## src/hw/rtl/tql_pkg.sv

```systemverilog
`timescale 1ns / 1ps

package tql_pkg;

    localparam int POSITIONS   = 128;
    localparam int ACTIONS     = 2;
    localparam int Q_BITS      = 16;
    localparam int VEL_CLASSES = 3;
    localparam int STATE_COUNT = POSITIONS * VEL_CLASSES;
    localparam int IDX_W       = $clog2(STATE_COUNT);
    localparam int ACT_W       = (ACTIONS > 1) ? $clog2(ACTIONS) : 1;
    localparam int REWARD_W    = 16;
    localparam int SUM_W       = ((Q_BITS > REWARD_W) ? Q_BITS : REWARD_W) + 3;

    localparam int CFG_IDX_W   = 2;
    localparam int CFG_DATA_W  = 4;

    localparam logic [CFG_IDX_W-1:0] CFG_LEARNING_ENABLE = 2'd0;
    localparam logic [CFG_IDX_W-1:0] CFG_ALPHA_SHIFT     = 2'd1;
    localparam logic [CFG_IDX_W-1:0] CFG_GAMMA_SHIFT     = 2'd2;

    typedef logic [ACTIONS-1:0][Q_BITS-1:0] t_row;

    typedef struct packed {
        logic              episode_start;
        logic              episode_done;
        logic signed [15:0] reward;
        logic [6:0]        position;
        logic              on_floor;
        logic              rising;
        logic              explore;
        logic [2:0]        random_bits;
    } t_in_item;

    typedef struct packed {
        logic action;
        logic action_valid;
    } t_result;

    typedef enum logic [2:0] {
        S_CLEAR,
        S_IDLE,
        S_RD_OLD,
        S_UPD,
        S_PICK
    } t_state;

    typedef struct packed {
        logic clr_wr;
        logic accept;
        logic rd_last;
        logic cap_new;
        logic upd;
        logic pick;
    } t_cmd;

    typedef struct packed {
        logic clr_last;
    } t_status;

endpackage

```

## src/hw/rtl/tql_ctrl.sv

```systemverilog
`timescale 1ns / 1ps

module tql_ctrl
    import tql_pkg::*;
(
    input  logic    i_clk,
    input  logic    i_rst_n,
    input  logic    i_start,
    input  t_status i_status,
    output logic    o_busy,
    output t_cmd    o_cmd
);

    t_state r_state;
    t_state n_state;

    always_ff @(posedge i_clk) begin
        if (!i_rst_n) begin
            r_state <= S_CLEAR;
        end else begin
            r_state <= n_state;
        end
    end

    always_comb begin
        n_state = r_state;
        case (r_state)
            S_CLEAR: begin
                if (i_status.clr_last) begin
                    n_state = S_IDLE;
                end
            end
            S_IDLE: begin
                if (i_start) begin
                    n_state = S_RD_OLD;
                end
            end
            S_RD_OLD: n_state = S_UPD;
            S_UPD:    n_state = S_PICK;
            S_PICK:   n_state = S_IDLE;
            default:  n_state = S_CLEAR;
        endcase
    end

    always_comb begin
        o_cmd  = '0;
        o_busy = 1'b1;
        case (r_state)
            S_CLEAR: o_cmd.clr_wr = 1'b1;
            S_IDLE: begin
                o_busy       = 1'b0;
                o_cmd.accept = i_start;
            end
            S_RD_OLD: begin
                o_cmd.rd_last = 1'b1;
                o_cmd.cap_new = 1'b1;
            end
            S_UPD:   o_cmd.upd  = 1'b1;
            S_PICK:  o_cmd.pick = 1'b1;
            default: o_cmd = '0;
        endcase
    end

endmodule

```

## config.mk

```make
export PLATFORM = sky130hd
export DESIGN_NAME = tql_ctrl
export DESIGN_NICKNAME = d
export VERILOG_FILES = /design/src/hw/rtl/tql_pkg.sv /design/src/hw/rtl/tql_ctrl.sv
export SDC_FILE = /design/constraint.sdc
export NUM_CORES = 1
export LEC_CHECK = 0
export BUFFER_PORTS_ARGS = -buffer_cell sky130_fd_sc_hd__buf_2
export CAP_MARGIN = 25
export CORE_AREA = 2 2 39 41
export DETAILED_ROUTE_END_ITERATION = 12
export DIE_AREA = 0 0 41 43
export SLEW_MARGIN = 5
export SYNTH_ARGS = -nofsm -noshare
export SYNTH_HDL_FRONTEND = slang
export SYNTH_SLANG_ARGS = --single-unit
```

## constraint.sdc

```tcl
create_clock -name i_clk -period 1.5 [get_ports i_clk]
set_clock_uncertainty 0.1 [all_clocks]
set_input_delay 0.15 -clock i_clk [delete_from_list [all_inputs] [get_ports i_clk]]
set_output_delay 0.15 -clock i_clk [all_outputs]
set_load 0.01 [all_outputs]
```

# Word-level counts from Yosys, hierarchy flattened
# Cells that the tools add are included.
# Widths: inputs -> output; s select.
dict set report word_totals {
  register_bits 3
  inputBits 4
  output_inout_bits 7
  elab_cells 18
}
dict set report op_classes {
  n_eq_ne 6
  muxes 9
  n_reduce_logical 2
}
# operator n
set ops {}
lappend ops {{$pmux 3 s5} 1}
lappend ops {{$eq 3x2->1 const B} 2}
lappend ops {{$mux 3} 2}
lappend ops {{$mux 1} 5}
lappend ops {{$ne 2x2->1 const B} 2}
lappend ops {{$eq 3x1->1 const B} 1}
lappend ops {{$eq 3x3->1 const B} 1}
lappend ops {{$logic_not 3->1} 1}
lappend ops {{$mux 2} 1}
lappend ops {{$reduce_and 2->1} 1}

# Depth between registers and ports, before layout
dict set report logic_depth {
  word_depth 3
  ltp_mapped 4
  mapped_depth_nobuf 3
}

# Worst setup path before layout
# No wires, ideal clock.
dict set report synth_path {
  kind {reg-to-output}
  startpoint {register r_state[1]}
  endpoint {output port o_cmd[3] (netlist bit)}
  t_arrival_ps 1043
  slack_ps 207
  stages_incl_launch_ff 4
  cell_sequence {dfxtp_1 -> buf_2 -> nor3b_1 -> buf_4}
}
# item line_no
set synth_lines {}
lappend synth_lines {{start: declaration} tql_ctrl.sv:14} ;# t_state r_state;
lappend synth_lines {{start signal: assignment} tql_ctrl.sv:21} ;# r_state <= n_state;
lappend synth_lines {{end: declaration} tql_ctrl.sv:11} ;# output t_cmd o_cmd

==> metrics.yaml <==
run_status:
  status: "finished, final reports clean"
final_layout:
  final_nets: 38
  reg_top3: "r_state: 3 flops"
  fillers: 161
  final_util_pct: 20.0
  drive_above_1_share_pct: 51.5
  areaGrowthSynthToFinish_pct: 39.0
  antennaDiodeCount: 0
  regArea_um2: 61.3
  multi_input_comb_area_um2: 115
  largest_reg_flops: 3
  fin_area_um2: 277
  regMostFlops: "r_state"
critical_path:
  r2r-end: "r_state[0]$_SDFFE_PN0P_"
  crit_fanout: 10
  required_ns: 1.25
  cpMaxStageDelayCell: "dfxtp_1"
  worstPathCellList: "nor3b_1 > buf_2"
  arrival_ns: 1.14
  cp-end-kind: "primary output"
  max_stage_delay_ns: 0.49
  r2r-start: "r_state[2]$_SDFFE_PN0P_"
  cp-start-kind: "flip-flop"
  path_class: "flip-flop to primary output"
  reg2regPathDepth: 3
  r2r_slack_ns: 0.34
logic_synthesis:
  synth_cell_types: 15
  syn_avg_cell_area_um2: 9.04
  synth_enable_flop_cells: 0
  yosysWarnings: 0
  yosysMostFrequentCell: "dfxtp_1"
  syn_nets: 26
  yosysSeqAreaShare_pct: 30.2
  synthCells: 22
  syn-cell-area_um2: 199
  synth.area.top_cells: "dfxtp_1 (30%), nor3b_2 (13%), buf_4 (7.5%), nor3b_1 (7.5%), nor2b_4 (6.9%)"
  synthFlopType: "dfxtp_1"
  yosysTopAreaCell: "dfxtp_1"
  synth-seq-cells: 3
  synthArstFlopShare_pct: 0
  synth_top_area_share_pct: 30.2
sta:
  fmax_ghz: 0.719
  hold_violations: 0
  fin_setup_tns_ns: 0
  fin_crit_sh_pct: 92.7
  relSlewSlack_pct: 79.7
  slew_viol_final: 0
  setup_violations: 0
  period_needed_ns: 1.39
  fin_hold_ws_ns: 0.0637
  worst_pin_slew_ns: 0.304
  rsz0062_at_grt: "no"
clock_tree:
  clkTransAtPathRegs_ns: 0.04
  root_buffer: "clkbuf_4"
  post_cts_buffers: 0
  clock_latency_ns: 0.23
  cts_tree: "done"
  cts_hold_buf: 0
  htreeDepth: 1
  cts_sinks: 3
  clockBufferDepth: 2
  cts_made_buffers: 3
  ctsResizeCount: 0
route:
  first_pass_iters: 1
  routed_wl_um: 418
  ant_nets: 0
  wl_per_cell_um: 8.53
  via_per_inst: 3.71
  drc: 0
  via_count: 182
  drt_iter0_drc: 0
global_route:
  grt_pass1_vias: 161
  grt.total_usage_pct: 6.22
  grt_pass1_wl_um: 614
  overflow: 0
  grt_max_degree: 11
  antenna_found_initial: 0
flow_run:
  maxCapViolations: 0
die:
  dieHeight_um: 43
  die-area_mm2: 0.00176
  coreArea_mm2: 0.00138
  die_w_um: 41
  initial_core_util_pct: 14.4
  std_cell_rows: 14
  io_pins: 11
place:
  placement.io_buffers: 10
  dpl_cell_area_um2: 249
  place_congestion: 0.565
hold_path:
  min_to: "r_state[0]$_SDFFE_PN0P_"
  hold_depth: 2
  hold_path.class: "input port to flip-flop"
  hold_start: "i_rst_n"
power:
  powerDensity_mw_per_mm2: 1040
  fin_total_pwr_uw: 288
  power_leakage_nw: 0.135
  peakVddDrop_mv: 0.202
==> critical path: cells and delay by family (launching register included) <==
kind	cells	cell delay, ns
flip-flops	1	0.49
AND/OR/NAND/NOR	1	0.25
buffers and inverters	1	0.17
==> metrics by stage <==
stage          std cells  setup slack [ns]
3_3_place_gp          45             0.334
5_1_grt               49           0.00591
6_report              49             0.110
2_1_floorplan         22             0.207
3_5_place_dp          45             0.333
4_1_cts               49            0.0553
==> layout by cell type (no fill, tap or decap) <==
cell	n
clkbuf_1	1
mux2i_1	1
and3_1	1
nor2b_4	1
nor3b_2	2
and2_1	1
nand2b_1	1
buf_2	10
clkbuf_4	3
dfxtp_2	1
nor2_1	2
nor2b_1	1
nor3b_1	2
nor3_1	2
inv_1	1
o31a_1	1
dfxtp_1	2
==> where the power goes <==
group,switching (mW),internal [mW]
clock network,0.0411,0.0996
logic,0.0228,0.0281
registers,0.0102,0.0859
==> cell type report <==
cell class              instances  share of cell area (%)
well taps                      16                    7.24
inverters                       1                    1.36
flip-flops and latches          3                    22.2
multi-input cells              15                    41.6
clock buffers                   4                    9.50
repair buffers                 10                    18.1
==> layer usage <==
layer,GRT usage [%],vias up,share of wire [%]
li1,-,94,-
met1,4.81,78,38
met2,8.13,8,51
met3,1.57,2,6.9
met4,12.0,0,3.3
met5,0,-,0
==> how the worst max path moves through the flow <==
stage | startpoint | cells past startpoint | end | slack [ns]
finish | r_state[1]$_SDFFE_PN0P_ | 2 | o_cmd[3] | 0.11
global route | r_state[1]$_SDFFE_PN0P_ | 2 | o_cmd[2] | 0.006
CTS | r_state[0]$_SDFFE_PN0P_ | 4 | o_cmd[4] | 0.06
detailed placement | r_state[0]$_SDFFE_PN0P_ | 4 | o_cmd[4] | 0.33
global placement | r_state[0]$_SDFFE_PN0P_ | 4 | o_cmd[4] | 0.33
floorplan | r_state[1]$_SDFFE_PN0P_ | 3 | o_cmd[3] | 0.21
==> cells by family after synthesis <==
family                 synth area share (%)
DFF                                    30.2
muxes                                  5.03
AOI/OAI and AO/OA                      4.40
buffers and inverters                  11.9
and+or+nand+nor                        48.4
Power figures use the tool's default switching activity.
